$ cat src/ncs_ram.sv
// Generic single-port-write, single-port-read synchronous RAM.
// Read data is registered. No dependencies.
`default_nettype none

module ncs_ram #(
	parameter int WIDTH = 16,
	parameter int DEPTH = 16
) (
	input  wire logic                                  clk,
	input  wire logic                                  wr_en,
	input  wire logic [(DEPTH > 1 ? $clog2(DEPTH) : 1)-1:0] wr_addr,
	input  wire logic [WIDTH-1:0]                      wr_data,
	input  wire logic [(DEPTH > 1 ? $clog2(DEPTH) : 1)-1:0] rd_addr,
	output logic      [WIDTH-1:0]                      rd_data
);

	logic [WIDTH-1:0] mem [DEPTH];

	always_ff @(posedge clk) begin
		if (wr_en) begin
			mem[wr_addr] <= wr_data;
		end
		rd_data <= mem[rd_addr];
	end

endmodule

`default_nettype wire

$ cat config.mk
export PLATFORM = sky130hd
export DESIGN_NAME = ncs_ram
export DESIGN_NICKNAME = d
export VERILOG_FILES = /design/src/ncs_ram.sv
export SDC_FILE = /design/constraint.sdc
export NUM_CORES = 1
export LEC_CHECK = 0
export BUFFER_PORTS_ARGS = -buffer_cell sky130_fd_sc_hd__buf_2
export CORE_MARGIN = 2
export CORE_UTILIZATION = 25
export CTS_BUF_LIST = sky130_fd_sc_hd__clkbuf_2
export CTS_CLUSTER_SIZE = 40
export DETAILED_ROUTE_END_ITERATION = 10
export GPL_TIMING_DRIVEN = 0
export PLACE_DENSITY = 0.51
export SLEW_MARGIN = 20
export SYNTH_ARGS = -nofsm -noshare
export SYNTH_HDL_FRONTEND = slang
export SYNTH_SLANG_ARGS = --single-unit
export TNS_END_PERCENT = 1
$ cat constraint.sdc
create_clock -name clk -period 3.5 [get_ports clk]
set_input_delay 0.7 -clock clk [delete_from_list [all_inputs] [get_ports clk]]
set_output_delay 0.7 -clock clk [all_outputs]
set_load 0.01 [all_outputs]
=== Word level (Yosys, flattened, before mapping) ===
Memory sizes are Yosys's and may differ from the RTL's. A register that Yosys moved wholly into a read port is not among the register bits.
Index checks and enable logic that the tools add are counted.

* Muxes and demuxes: 2

{| class="wikitable"
|+ Operators by type and width
! operator !! count
|-
| 1-bit 2-to-1 mux || 2
|}

* Input bits: 26
* Bits in registers: 0
* Memories kept: 1
* Bits in writable memories: 256
* Logic and storage cells: 3
* Output and inout port bits: 16

{| class="wikitable"
|+ Memory list
! name !! depth !! bits a word !! read ports !! clocked after Yosys merged registers in !! write ports !! RTL line !! RTL
|-
| mem || 16 || 16 || 1 || 1 || 1 || 17 || <nowiki>logic [WIDTH-1:0] mem [DEPTH];</nowiki>
|}

=== Logic depth before layout (Yosys ltp) ===
Gate-level depths: netlist of run 1.

* Word-level depth: 2
* Gate-level depth with buffers: 5
* Gate-level depth less buffers: 3

=== Least setup slack after synthesis of run 1 ===
Ideal clock, no wire load.

* Path type: input -> register
* Start: input port wr_addr[2] (netlist name)
* End: memory mem[0][0] (enable)
* Required time: 3.091 ns
* Cell stages on the path: 2
* Slack: 0.745 ns
* Path buffers: 0
* Setup time: 0.409 ns
* Arrival: 2.346 ns
* Cells stage by stage: or3b_2 nor3_1

{| class="wikitable"
|+ RTL lines
! what !! RTL line !! RTL
|-
| start: declaration || 11 || <nowiki>input wire logic [(DEPTH > 1 ? $clog2(DEPTH) : 1)-1:0] wr_addr,</nowiki>
|-
| end: declaration || 17 ||
|}

No word-level cell before the write port.

=== Final worst setup path of run 1 ===
* Start: register rd_data[6], read port of mem
* End: output port rd_data[6]

{| class="wikitable"
|+ RTL lines
! what !! RTL line !! RTL
|-
| start: declaration || 14 || <nowiki>output logic [WIDTH-1:0] rd_data</nowiki>
|}

No word-level cell between the ends.

==> results by group, run 1 <==
Status
  – Status: finished, final reports clean

Clock tree
  – Clock buffer count from CTS: 69
  – Number of gates resized after cts: 0
  – Post-CTS setup-driven buffer insertion count: 0
  – Number of buffers inserted for hold repair after clock tree synthesis: 0
  – Worst-case clock buffer depth: 3
  – Clk slew on worst S/H paths: 0.13 ns
  – Total number of clock tree sinks: 272
  – Maximum level of the CTS H-tree: 3
  – Clock tree from TritonCTS: yes
  – Clock tree root buffer cell: sky130_fd_sc_hd__clkbuf_2
  – Clock Latency Late Sink: 0.86 ns

Critical path
  – Series of cell instances along the critical path: buf_2
  – Critical Path Max Stage Delay: 0.33 ns
  – Required time at the worst-slack endpoint: 2.80 ns
  – Critical path start-end classification: reg -> out
  – CP bufs+invs: 1
  – Type of element capturing the critical path: output pin
  – Slowest cell on crit path: sky130_fd_sc_hd__dfxtp_1
  – Critical path startpoint category: register
  – Data arrival, critical path: 1.30 ns
  – Critical path fanouts, max: 1
  – Top cell family by delay on the critical path: flip-flops

Detailed routing
  – Routed metal-1 wire length: 10.5 mm
  – Number of optimization iterations in the first detailed-route pass: 6
  – Overall via count from detail_route: 5,000
  – DR top layer: met4
  – Via density: 4.42
  – Met2 Wirelength: 11.0 mm
  – Met3 Wirelength: 1.93 mm
  – Total wire length after detailed routing: 23.7 mm
  – Number of antenna-violating nets in the routed design: 0
  – Detailed router's first-iteration violation count: 549
  – Avg WL per Cell: 21.0 um
  – Number of DRC violations after detailed routing: 0

Synth
  – Main area contributors after synthesis: sky130_fd_sc_hd__edfxtp_1 (77%), sky130_fd_sc_hd__mux4_2 (12%), sky130_fd_sc_hd__dfxtp_1 (3.2%)
  – Library cell occupying the most area in the post-synthesis netlist: sky130_fd_sc_hd__edfxtp_1
  – Yosys Warn Count: 0
  – Number of library cell types mapped by synthesis: 19
  – Count of state elements after synthesis: 272
  – Top cells by count, synth: sky130_fd_sc_hd__edfxtp_1 (256), sky130_fd_sc_hd__mux4_2 (54), sky130_fd_sc_hd__a22oi_1 (32), sky130_fd_sc_hd__nand2_1 (17), sky130_fd_sc_hd__dfxtp_1 (16)
  – Predominant post-synthesis flop cell: sky130_fd_sc_hd__edfxtp_1
  – Mapped Avg Cell Area: 23.2 um2
  – Number of flops mapped to enable cells by yosys: 256
  – Most frequent cell after synthesis: sky130_fd_sc_hd__edfxtp_1
  – Share of Yosys cell area claimed by the top area cell type: 0.765
  – Synthesized instance count: 432
  – Synth async-reset ratio: 0
  – Synthesized Nets: 458
  – Seq/Total Area, Yosys: 0.797
  – Post-synthesis instance area: 10,000 um2

Timing
  – Fin crit share: 0.572
  – Worst hold-check slack: 0.202 ns
  – Min setup slack post-route: 1.50 ns
  – Peak clock frequency supported by timing: 500 MHz
  – Worst Skew: 0.0660 ns
  – RSZ-0062 raised after global routing: false
  – Final Slew Violations: 0
  – Setup tns final: 0 ns
  – Number of hold-slack violations in the final timing report: 0
  – Final number of setup-violating endpoints: 0
  – Transition time at the pin with the least slew margin: 1.01 ns
  – Time the worst path needs with I/O delays and setup: 2.00 ns
  – Slew margin rel.: 0.324

Power and ir drop
  – Int Pwr: 4.68 mW
  – Cell leakage power: 3.85 nW
  – Switching share of power: 0.238
  – Switching power summed over all nets: 1.46 mW
  – Reg power frac: 0.595
  – Pwr per Cell Area: 523 nW/um2
  – Part of the power in combinational logic: 0.058
  – Relative contribution of the clock network to total power: 0.348
  – Tot Pwr: 6.14 mW
  – Largest voltage drop on the vdd net: 176 uV

GRT
  – Wire length of the first global-routing pass: 34.4 mm
  – Global route total overflow: 0
  – Overall fraction of global-route tracks in use: 0.117
  – Initial antenna violation count: 1
  – Maximum number of pins on one net before global-route repair: 17
  – Vias in the first global route: 5,373

Floorplanning
  – Die span in y: 204 um
  – Die ar.: 41,800 um2
  – Site row count: 73
  – Area of the placeable core: 39,700 um2
  – Starting density of the core: 0.253
  – Die Width: 204 um
  – Number of ports placed on the die boundary: 42

Place
  – Place WS: 0.827 ns
  – Detailed Place HPWL: 14.6 mm
  – Count of buffers inserted at the top-level ports: 39
  – Routability cong.: 0.660

Cells and area
  – Fraction of final layout cells sized beyond drive strength 1: 0.392
  – Nets@finish: 581
  – Area overhead of the layout relative to synthesis: 17.0%

Job
  – Maximum Capacitance Violations: 0

Min path
  – Path category of the worst min-delay check: in -> reg
metrics by stage:
step           instance area, um2  std cells   util
2_1_floorplan               10000        432      -
6_report                    11800       1131  0.296
3_3_place_gp                10900        996  0.274
3_5_place_dp                11100       1009  0.280
4_1_cts                     11700       1130  0.296
5_1_grt                     11800       1131  0.296
cell families after synthesis:
kind of cell | Yosys count | share of synthesized area
flops | 272 | 0.797
compound gates | 32 | 0.0239
buf+inv | 21 | 0.0123
mux | 64 | 0.147
simple gates | 43 | 0.0192
cells in the final DEF, fill, tap and decap left out:
cell	netlist	final
sky130_fd_sc_hd__buf_8	0	5
sky130_fd_sc_hd__clkbuf_2	0	100
sky130_fd_sc_hd__mux4_1	10	10
sky130_fd_sc_hd__buf_6	4	4
sky130_fd_sc_hd__nand3_1	1	1
sky130_fd_sc_hd__nand3b_1	2	2
sky130_fd_sc_hd__mux4_2	54	54
sky130_fd_sc_hd__buf_2	3	42
sky130_fd_sc_hd__nor2_1	13	1
sky130_fd_sc_hd__dfxtp_1	16	16
sky130_fd_sc_hd__inv_2	0	2
sky130_fd_sc_hd__diode_2	0	1
sky130_fd_sc_hd__edfxtp_1	256	256
sky130_fd_sc_hd__a22oi_1	32	32
sky130_fd_sc_hd__or3b_2	1	1
sky130_fd_sc_hd__buf_4	3	11
sky130_fd_sc_hd__nor2_2	0	5
sky130_fd_sc_hd__clkinv_1	0	17
sky130_fd_sc_hd__nor2_4	0	7
sky130_fd_sc_hd__clkbuf_1	8	8
sky130_fd_sc_hd__bufinv_16	0	2
sky130_fd_sc_hd__nand2b_1	2	2
sky130_fd_sc_hd__nor2b_1	2	2
sky130_fd_sc_hd__and2_1	1	1
sky130_fd_sc_hd__nand2_1	17	17
sky130_fd_sc_hd__buf_1	3	3
sky130_fd_sc_hd__nor3_2	0	4
layout make-up:
class | instances | area, um2
Fill cell | 3921 | 28000
Sequential cell | 272 | 8010
Multi-Input combinational cell | 139 | 2000
Tap cell | 525 | 657
Clock buffer | 100 | 500
Timing Repair Buffer | 52 | 330
Clock inverter | 21 | 131
Buffer | 21 | 124
Antenna cell | 1 | 2.50
state kept, by name, summed over array words and instances (netlist names):
name     cells
rd_data     16
mem        256
final timing paths:
check                           slack [ns]  cells past startpoint          to  startpoint
worst max-delay path                  1.50                      1  rd_data[6]  rd_data[6]
worst min-delay path                  0.20                      1  mem[11][5]  wr_data[5]
worst max register to register        2.11                      3  rd_data[6]   mem[8][6]
worst min register to register        0.68                      3  rd_data[1]   mem[0][1]
power groups by stage:
stage	combinational (mW)	clock, mW	sequential (mW)
final	0.353	2.14	3.65
after global routing	0.384	2.39	3.66
after CTS	0.359	2.22	3.66
after detailed placement	0.358	0	3.73
after global placement	0.332	0	3.73
after floorplan	0.178	0	3.74
layer usage:
layer | vias to the layer above | global-route usage
li1 | 2138 | -
met1 | 2596 | 0.159
met2 | 235 | 0.178
met3 | 31 | 0.0325
met4 | 0 | 0.0417
met5 | - | 0
Power figures use the tool's default switching activity.
==> run 2, diff against run 1 <==
==> constraint.sdc (replaced) <==
create_clock -name clk -period 1.9 [get_ports clk]
set_input_delay 0.38 -clock clk [delete_from_list [all_inputs] [get_ports clk]]
set_output_delay 0.38 -clock clk [all_outputs]
set_load 0.01 [all_outputs]
==> run 2 against run 1 <==
Die area did not move. Power rose by 84%. Hold slack worse by 0.11 ns. Sequential cell count is the same. Critical path depth increased by 4. Utilization grew 0.54 points.
==> results by group, run 2 (synthesized netlist as in run 1, its figures left out) <==
GRT
  – Initial antenna violation count: 1 (unchanged)
  – Global route total overflow: 0 (unchanged)
  – Overall fraction of global-route tracks in use: 0.113 (was 0.117)
  – Maximum number of pins on one net before global-route repair: 17 (unchanged)
  – Vias in the first global route: 5,518 (was 5,373)
  – Wire length of the first global-routing pass: 33.9 mm (was 34.4 mm)

Detailed routing
  – Avg WL per Cell: 20.0 um (was 21.0 um)
  – Number of antenna-violating nets in the routed design: 0 (unchanged)
  – Overall via count from detail_route: 5,041 (was 5,000)
  – Via density: 4.36 (was 4.42)
  – Detailed router's first-iteration violation count: 359 (was 549)
  – Number of optimization iterations in the first detailed-route pass: 5 (was 6)
  – Number of DRC violations after detailed routing: 0 (unchanged)
  – Total wire length after detailed routing: 23.1 mm (was 23.7 mm)

Cells and area
  – Number of fill cells: 3,863 (was 3,921)
  – Number of standard cells in the final layout excluding fillers: 1,155 (was 1,131)
  – Highest-count cells in the layout ignoring fill and taps: sky130_fd_sc_hd__edfxtp_1 (256), sky130_fd_sc_hd__clkbuf_2 (103), sky130_fd_sc_hd__mux4_2 (54) (was sky130_fd_sc_hd__edfxtp_1 (256), sky130_fd_sc_hd__clkbuf_2 (100), sky130_fd_sc_hd__mux4_2 (54))
  – Nets@finish: 599 (was 581)
  – Largest regs: mem: 256 flops, rd_data: 16 flops (unchanged)
  – Fraction of final layout cells sized beyond drive strength 1: 0.385 (was 0.392)
  – Register containing the most flip-flops in the final layout: mem (unchanged)
  – Commonest non-fill, non-tap cell in the layout: sky130_fd_sc_hd__edfxtp_1 (unchanged)
  – Area overhead of the layout relative to synthesis: 19.1% (was 17.0%)
  – Largest register FFs: 256 (unchanged)

Power and ir drop
  – Cell leakage power: 3.94 nW (was 3.85 nW)
  – Tot Pwr: 11.3 mW (was 6.14 mW)
  – Pwr per Cell Area: 946 nW/um2 (was 523 nW/um2)
  – Largest voltage drop on the vdd net: 387 uV (was 176 uV)

Job
  – Maximum Capacitance Violations: 0 (unchanged)

Timing
  – Number of hold-slack violations in the final timing report: 0 (unchanged)
  – Time the worst path needs with I/O delays and setup: 1.74 ns
  – Transition time at the pin with the least slew margin: 0.901 ns (was 1.01 ns)
  – Slew margin rel.: 0.397 (was 0.324)
  – RSZ-0062 raised after global routing: false (unchanged)
  – Worst Skew: 0.0628 ns (was 0.0660 ns)
  – Final Slew Violations: 0 (unchanged)
  – Final number of setup-violating endpoints: 0 (unchanged)
  – Peak clock frequency supported by timing: 574 MHz
  – Fin crit share: 0.917

Floorplanning
  – Number of ports placed on the die boundary: 42 (unchanged)
  – Die ar.: 41,800 um2 (unchanged)
  – Die span in y: 204 um (unchanged)
  – Area of the placeable core: 39,700 um2 (unchanged)
  – Site row count: 73 (unchanged)
  – Starting density of the core: 0.253 (unchanged)
  – Die Width: 204 um (unchanged)

Critical path
  – Critical Path Max Stage Delay: 0.60 ns (was 0.33 ns)
  – Worst reg2reg path depth: 3 (unchanged)
  – R2r endpoint: rd_data[10] (was rd_data[6])
  – Critical path start-end classification: in -> reg (was reg -> out)
  – Critical path fanouts, max: 9 (was 1)
  – Required time at the worst-slack endpoint: 2.41 ns (was 2.80 ns)
  – Critical path startpoint category: input pin (was register)
  – Slowest cell on crit path: sky130_fd_sc_hd__nor2_2 (was sky130_fd_sc_hd__dfxtp_1)
  – Startpoint of the most critical setup path: wr_addr[0] (was rd_data[6])
  – Type of element capturing the critical path: register (was output pin)
  – Data arrival, critical path: 2.25 ns (was 1.30 ns)
  – Worst setup slack for register-to-register paths: 0.51 ns (was 2.11 ns)
  – Series of cell instances along the critical path: dlygate4sd3_1 > buf_2 > nand2b_1 > nor2_2 > buf_8 (was buf_2)
  – Startpoint of the worst register-to-register path: mem[2][10] (was mem[8][6])

Clock tree
  – Maximum level of the CTS H-tree: 3 (unchanged)
  – Clock Latency Late Sink: 0.82 ns (was 0.86 ns)
  – Clock tree from TritonCTS: yes (unchanged)
  – Clock buffer count from CTS: 71 (was 69)
  – Total number of clock tree sinks: 272 (unchanged)
  – Clk slew on worst S/H paths: 0.11 ns (was 0.13 ns)
  – Post-CTS setup-driven buffer insertion count: 0 (unchanged)
  – Number of gates resized after cts: 0 (unchanged)
  – Worst-case clock buffer depth: 3 (unchanged)
  – Clock tree root buffer cell: sky130_fd_sc_hd__clkbuf_2 (unchanged)

Status
  – Status: finished, final reports clean (unchanged)

Place
  – Detailed Place HPWL: 14.4 mm (was 14.6 mm)
  – Routability cong.: 0.698 (was 0.660)
  – Count of buffers inserted at the top-level ports: 39 (unchanged)
  – Total instance count after detailed placement: 1,007 (was 1,009)

Min path
  – Path category of the worst min-delay check: in -> reg (unchanged)
  – Origin of the worst min-delay path: wr_addr[1] (was wr_data[5])
  – WHS Path Cells: 2 (was 1)
  – Terminating pin of the worst hold path: mem[8][9] (was mem[11][5])
==> run 2: changes by cell type in the layout (fill, tap and decap cells not counted), sizes merged <==
cell and change:
inv +1, dlygate4sd3 +18, clkinv +3, clkbuf +3, bufinv -1, buf -2
clkinvlp +2
==> run 2: final cells by class <==
type / count / area [um2] / area share
flip-flops and latches: 272 / 8010 / 0.669
multi-input cells: 139 / 2010 / 0.168
well taps: 525 / 657 / 0.0549
clock buffers: 103 / 515 / 0.0431
repair buffers: 68 / 514 / 0.0430
clock inverters: 26 / 134 / 0.0112
plain buffers: 21 / 124 / 0.0104
diodes: 1 / 2.50 / 0.000209
==> run 2: worst max-delay path by stage <==
stage | to | slack [ns] | cells after the start
after floorplan | mem[4][0] | -0.23 | 2
after global placement | mem[12][0] | -1.65 | 3
after detailed placement | mem[0][15] | -0.41 | 4
after CTS | rd_data[9] | 0.14 | 1
after global routing | mem[6][3] | 0.10 | 5
final | mem[6][4] | 0.16 | 5
==> run 2: timing repair <==
item / 4_1_cts / 5_1_grt
endpoints found under the setup margin: 0 / 0
hold buffers: 18 / 0
endpoints found under the hold margin: 258 / 0
==> run 2: worst max-delay path: cells and delay by family <==
| family | cells | cell delay, ns |
|---|---|---|
| buffers and inverters | 3 | 0.96 |
| and+or+nand+nor | 2 | 0.91 |
==> run 2: layer usage <==
layer / GRT usage / vias to the layer above / share of wire
li1: - / 2177 / -
met1: 0.153 / 2628 / 0.45
met2: 0.172 / 183 / 0.46
met3: 0.0290 / 53 / 0.058
met4: 0.0492 / 0 / 0.028
met5: 0 / - / 0
==> run 2: metrics by stage <==
stage | setup TNS [ns] | utilization | setup WS, ns | hold WS, ns | instance area [um2]
3_5_place_dp | -26.96 | 0.280 | -0.405 | 0.669 | 11100
5_1_grt | 0 | 0.301 | 0.104 | 0.0495 | 12000
2_1_floorplan | -11.60 | - | -0.234 | 0.479 | 10100
6_report | 0 | 0.301 | 0.157 | 0.0898 | 12000
4_1_cts | 0 | 0.301 | 0.135 | 0.0138 | 12000
3_3_place_gp | -239.54 | 0.274 | -1.65 | 0.674 | 10900
==> run 2: power breakdown <==
part | internal (mW) | switching, mW
Sequential | 6.70 | 0.0335
Combinational | 0.280 | 0.393
Clock | 1.60 | 2.32
==> run 3, diff against run 2 <==
--- a/config.mk
+++ b/config.mk
@@ -12,6 +12,7 @@
 export CTS_CLUSTER_SIZE = 40
 export DETAILED_ROUTE_END_ITERATION = 10
 export GPL_TIMING_DRIVEN = 0
+export MAX_ROUTING_LAYER = met4
 export PLACE_DENSITY = 0.51
 export SLEW_MARGIN = 20
 export SYNTH_ARGS = -nofsm -noshare
==> constraint.sdc (replaced) <==
create_clock -name clk -period 2.15 [get_ports clk]
set_input_delay 0.215 -clock clk [delete_from_list [all_inputs] [get_ports clk]]
set_output_delay 0.215 -clock clk [all_outputs]
set_load 0.01 [all_outputs]
==> run 3 against run 2 <==
Non-clock buffer count is 2 higher. Utilization is 0.098 points lower. Largest power group unchanged. Global-route usage is 0.083 points higher. Via count is 2.4% lower. Cell count is 0.87% lower. Die area stayed put. Sequential cell count stayed put. Clock power is 14% lower.
==> results by group, run 3 (synthesized netlist as in run 1, its figures left out) <==
GRT
  – Wire length of the first global-routing pass: 33.3 mm (was 33.9 mm)
  – Global route total overflow: 0 (unchanged)
  – Initial antenna violation count: 1 (unchanged)
  – Maximum number of pins on one net before global-route repair: 17 (unchanged)
  – Overall fraction of global-route tracks in use: 0.114 (was 0.113)
  – Vias in the first global route: 5,412 (was 5,518)

Detailed routing
  – Detailed router's first-iteration violation count: 258 (was 359)
  – Via density: 4.30 (was 4.36)
  – Number of DRC violations after detailed routing: 0 (unchanged)
  – Number of antenna-violating nets in the routed design: 0 (unchanged)
  – Overall via count from detail_route: 4,918 (was 5,041)
  – Avg WL per Cell: 19.8 um (was 20.0 um)
  – Total wire length after detailed routing: 22.7 mm (was 23.1 mm)
  – Number of optimization iterations in the first detailed-route pass: 5 (unchanged)

Power and ir drop
  – Largest voltage drop on the vdd net: 228 uV (was 387 uV)
  – Cell leakage power: 3.91 nW (was 3.94 nW)
  – Pwr per Cell Area: 830 nW/um2 (was 946 nW/um2)

Place
  – Total instance count after detailed placement: 1,003 (was 1,007)
  – Count of buffers inserted at the top-level ports: 39 (unchanged)
  – Detailed Place HPWL: 14.0 mm (was 14.4 mm)
  – Placed Instance Area: 11,100 um2 (about the same)
  – Routability cong.: 0.715 (was 0.698)

Clock tree
  – Clock tree root buffer cell: sky130_fd_sc_hd__clkbuf_2 (unchanged)
  – Clock Latency Late Sink: 0.80 ns (was 0.82 ns)
  – Total number of clock tree sinks: 272 (unchanged)
  – Clock tree from TritonCTS: yes (unchanged)
  – Clk slew on worst S/H paths: 0.09 ns (was 0.11 ns)
  – Maximum level of the CTS H-tree: 3 (unchanged)
  – Worst-case clock buffer depth: 3 (unchanged)
  – Clock buffer count from CTS: 69 (was 71)

Cells and area
  – Area of the multi-input gates: 2030 um2 (was 2010 um2)
  – Number of fill cells: 3,931 (was 3,863)
  – Area overhead of the layout relative to synthesis: 18.7% (was 19.1%)
  – Largest register FFs: 256 (unchanged)
  – Highest-count cells in the layout ignoring fill and taps: sky130_fd_sc_hd__edfxtp_1 (256), sky130_fd_sc_hd__clkbuf_2 (107), sky130_fd_sc_hd__mux4_2 (54) (was sky130_fd_sc_hd__edfxtp_1 (256), sky130_fd_sc_hd__clkbuf_2 (103), sky130_fd_sc_hd__mux4_2 (54))
  – Sequential standard cell area: 8010 um2 (unchanged)
  – Finished layout cell area: 11,900 um2 (was 12,000 um2)
  – Number of standard cells in the final layout excluding fillers: 1,145 (was 1,155)
  – Largest regs: mem: 256 flops, rd_data: 16 flops (unchanged)
  – Nets@finish: 599 (unchanged)
  – Register containing the most flip-flops in the final layout: mem (unchanged)
  – Fraction of final layout cells sized beyond drive strength 1: 0.383 (was 0.385)
  – Commonest non-fill, non-tap cell in the layout: sky130_fd_sc_hd__edfxtp_1 (unchanged)

Floorplanning
  – Die span in y: 204 um (unchanged)
  – Die ar.: 41,800 um2 (unchanged)
  – Area of the placeable core: 39,700 um2 (unchanged)
  – Site row count: 73 (unchanged)
  – Starting density of the core: 0.253 (unchanged)
  – Number of ports placed on the die boundary: 42 (unchanged)
  – Die Width: 204 um (unchanged)

Critical path
  – Worst setup slack for register-to-register paths: 0.34 ns (was 0.51 ns)
  – R2r endpoint: rd_data[15] (was rd_data[10])
  – Capture point of the critical path: rd_data[10] (was mem[6][4])
  – Worst reg2reg path depth: 4 (was 3)
  – Required time at the worst-slack endpoint: 2.80 ns (was 2.41 ns)
  – Startpoint of the worst register-to-register path: mem[2][15] (was mem[2][10])
  – Type of element capturing the critical path: register (unchanged)
  – Critical path start-end classification: in -> reg (unchanged)
  – Critical path fanouts, max: 10 (was 9)
  – Data arrival, critical path: 2.50 ns (was 2.25 ns)
  – Critical path startpoint category: input pin (unchanged)
  – Startpoint of the most critical setup path: rd_addr[1] (was wr_addr[0])

Timing
  – Number of hold-slack violations in the final timing report: 0 (unchanged)
  – Slew margin rel.: 0.348 (was 0.397)
  – Peak clock frequency supported by timing: 540 MHz
  – RSZ-0062 raised after global routing: false (unchanged)
  – Final number of setup-violating endpoints: 0 (unchanged)
  – Time the worst path needs with I/O delays and setup: 1.85 ns
  – Transition time at the pin with the least slew margin: 0.978 ns (was 0.901 ns)
  – Fin crit share: 0.861
  – Final Slew Violations: 0 (unchanged)
  – Worst Skew: 0.0558 ns (was 0.0628 ns)

Job
  – Maximum Capacitance Violations: 0 (unchanged)

Min path
  – Path category of the worst min-delay check: in -> reg (unchanged)

Status
  – Status: finished, final reports clean (unchanged)
## run 3: changes by cell type in the layout (fill, tap and decap cells not counted), sizes merged
cell	before	now
clkbuf	111	115
inv	3	1
clkinv	20	7
clkinvlp	2	1
dlygate4sd3	18	24
buf	63	59
## run 3: worst min-delay path by stage
| stage | startpoint | depth (start not counted) | slack [ns] | end |
|---|---|---|---|---|
| 6_report | rd_addr[2] | 4 | 0.09 | rd_data[1] |
| 5_1_grt | wr_addr[2] | 3 | 0.03 | mem[0][10] |
| 4_1_cts | wr_addr[2] | 3 | 0.03 | mem[0][10] |
| 3_5_place_dp | wr_data[11] | 1 | 0.60 | mem[14][11] |
| 3_3_place_gp | wr_data[11] | 1 | 0.58 | mem[12][11] |
| 2_1_floorplan | wr_data[0] | 0 | 0.31 | mem[0][0] |
## run 3: layout make-up
class,instances,area share
diodes,1,0.000210
repair buffers,70,0.0422
flip-flops and latches,272,0.671
clock buffers,107,0.0449
well taps,525,0.0551
plain buffers,21,0.0104
clock inverters,10,0.00567
multi-input cells,139,0.170
## run 3: routing by layer
layer | part of all wire | up-vias | global-route usage
met5 | 0 | - | -
met4 | 0.019 | 0 | 0.0373
met3 | 0.046 | 32 | 0.0298
met2 | 0.49 | 141 | 0.180
met1 | 0.44 | 2579 | 0.143
li1 | - | 2166 | -
## run 3: where the power goes
part,internal [mW],switching [mW]
Combinational,0.251,0.346
Sequential,5.92,0.0293
Clock,1.41,1.94
Total,7.58,2.32
## run 3: metrics by stage
step                      setup slack [ns]  hold WS [ns]  utilization  power, mW  TNS (ns)
after CTS                            0.296        0.0268        0.300       10.0         0
after detailed placement            0.0122         0.596        0.279       6.65         0
after global routing                 0.217        0.0309        0.300       10.4         0
final                                0.300        0.0916        0.300       9.90         0
after global placement               -1.33         0.580        0.274       6.61   -146.49
after floorplan                      0.180         0.314            -       6.37         0
## run 3: repair_timing
action,CTS,global route
buffers inserted,0,0
gates resized for setup,0,0
hold buffers,24,0
endpoints found under the hold margin,281,0
## run 3: worst max-delay path, cell delays in order
cell and delay, ns:
sky130_fd_sc_hd__dlygate4sd3_1 0.52, sky130_fd_sc_hd__buf_2 0.24, sky130_fd_sc_hd__buf_1 0.76, sky130_fd_sc_hd__mux4_2 0.42, sky130_fd_sc_hd__a22oi_1 0.20, sky130_fd_sc_hd__nand2_1 0.14
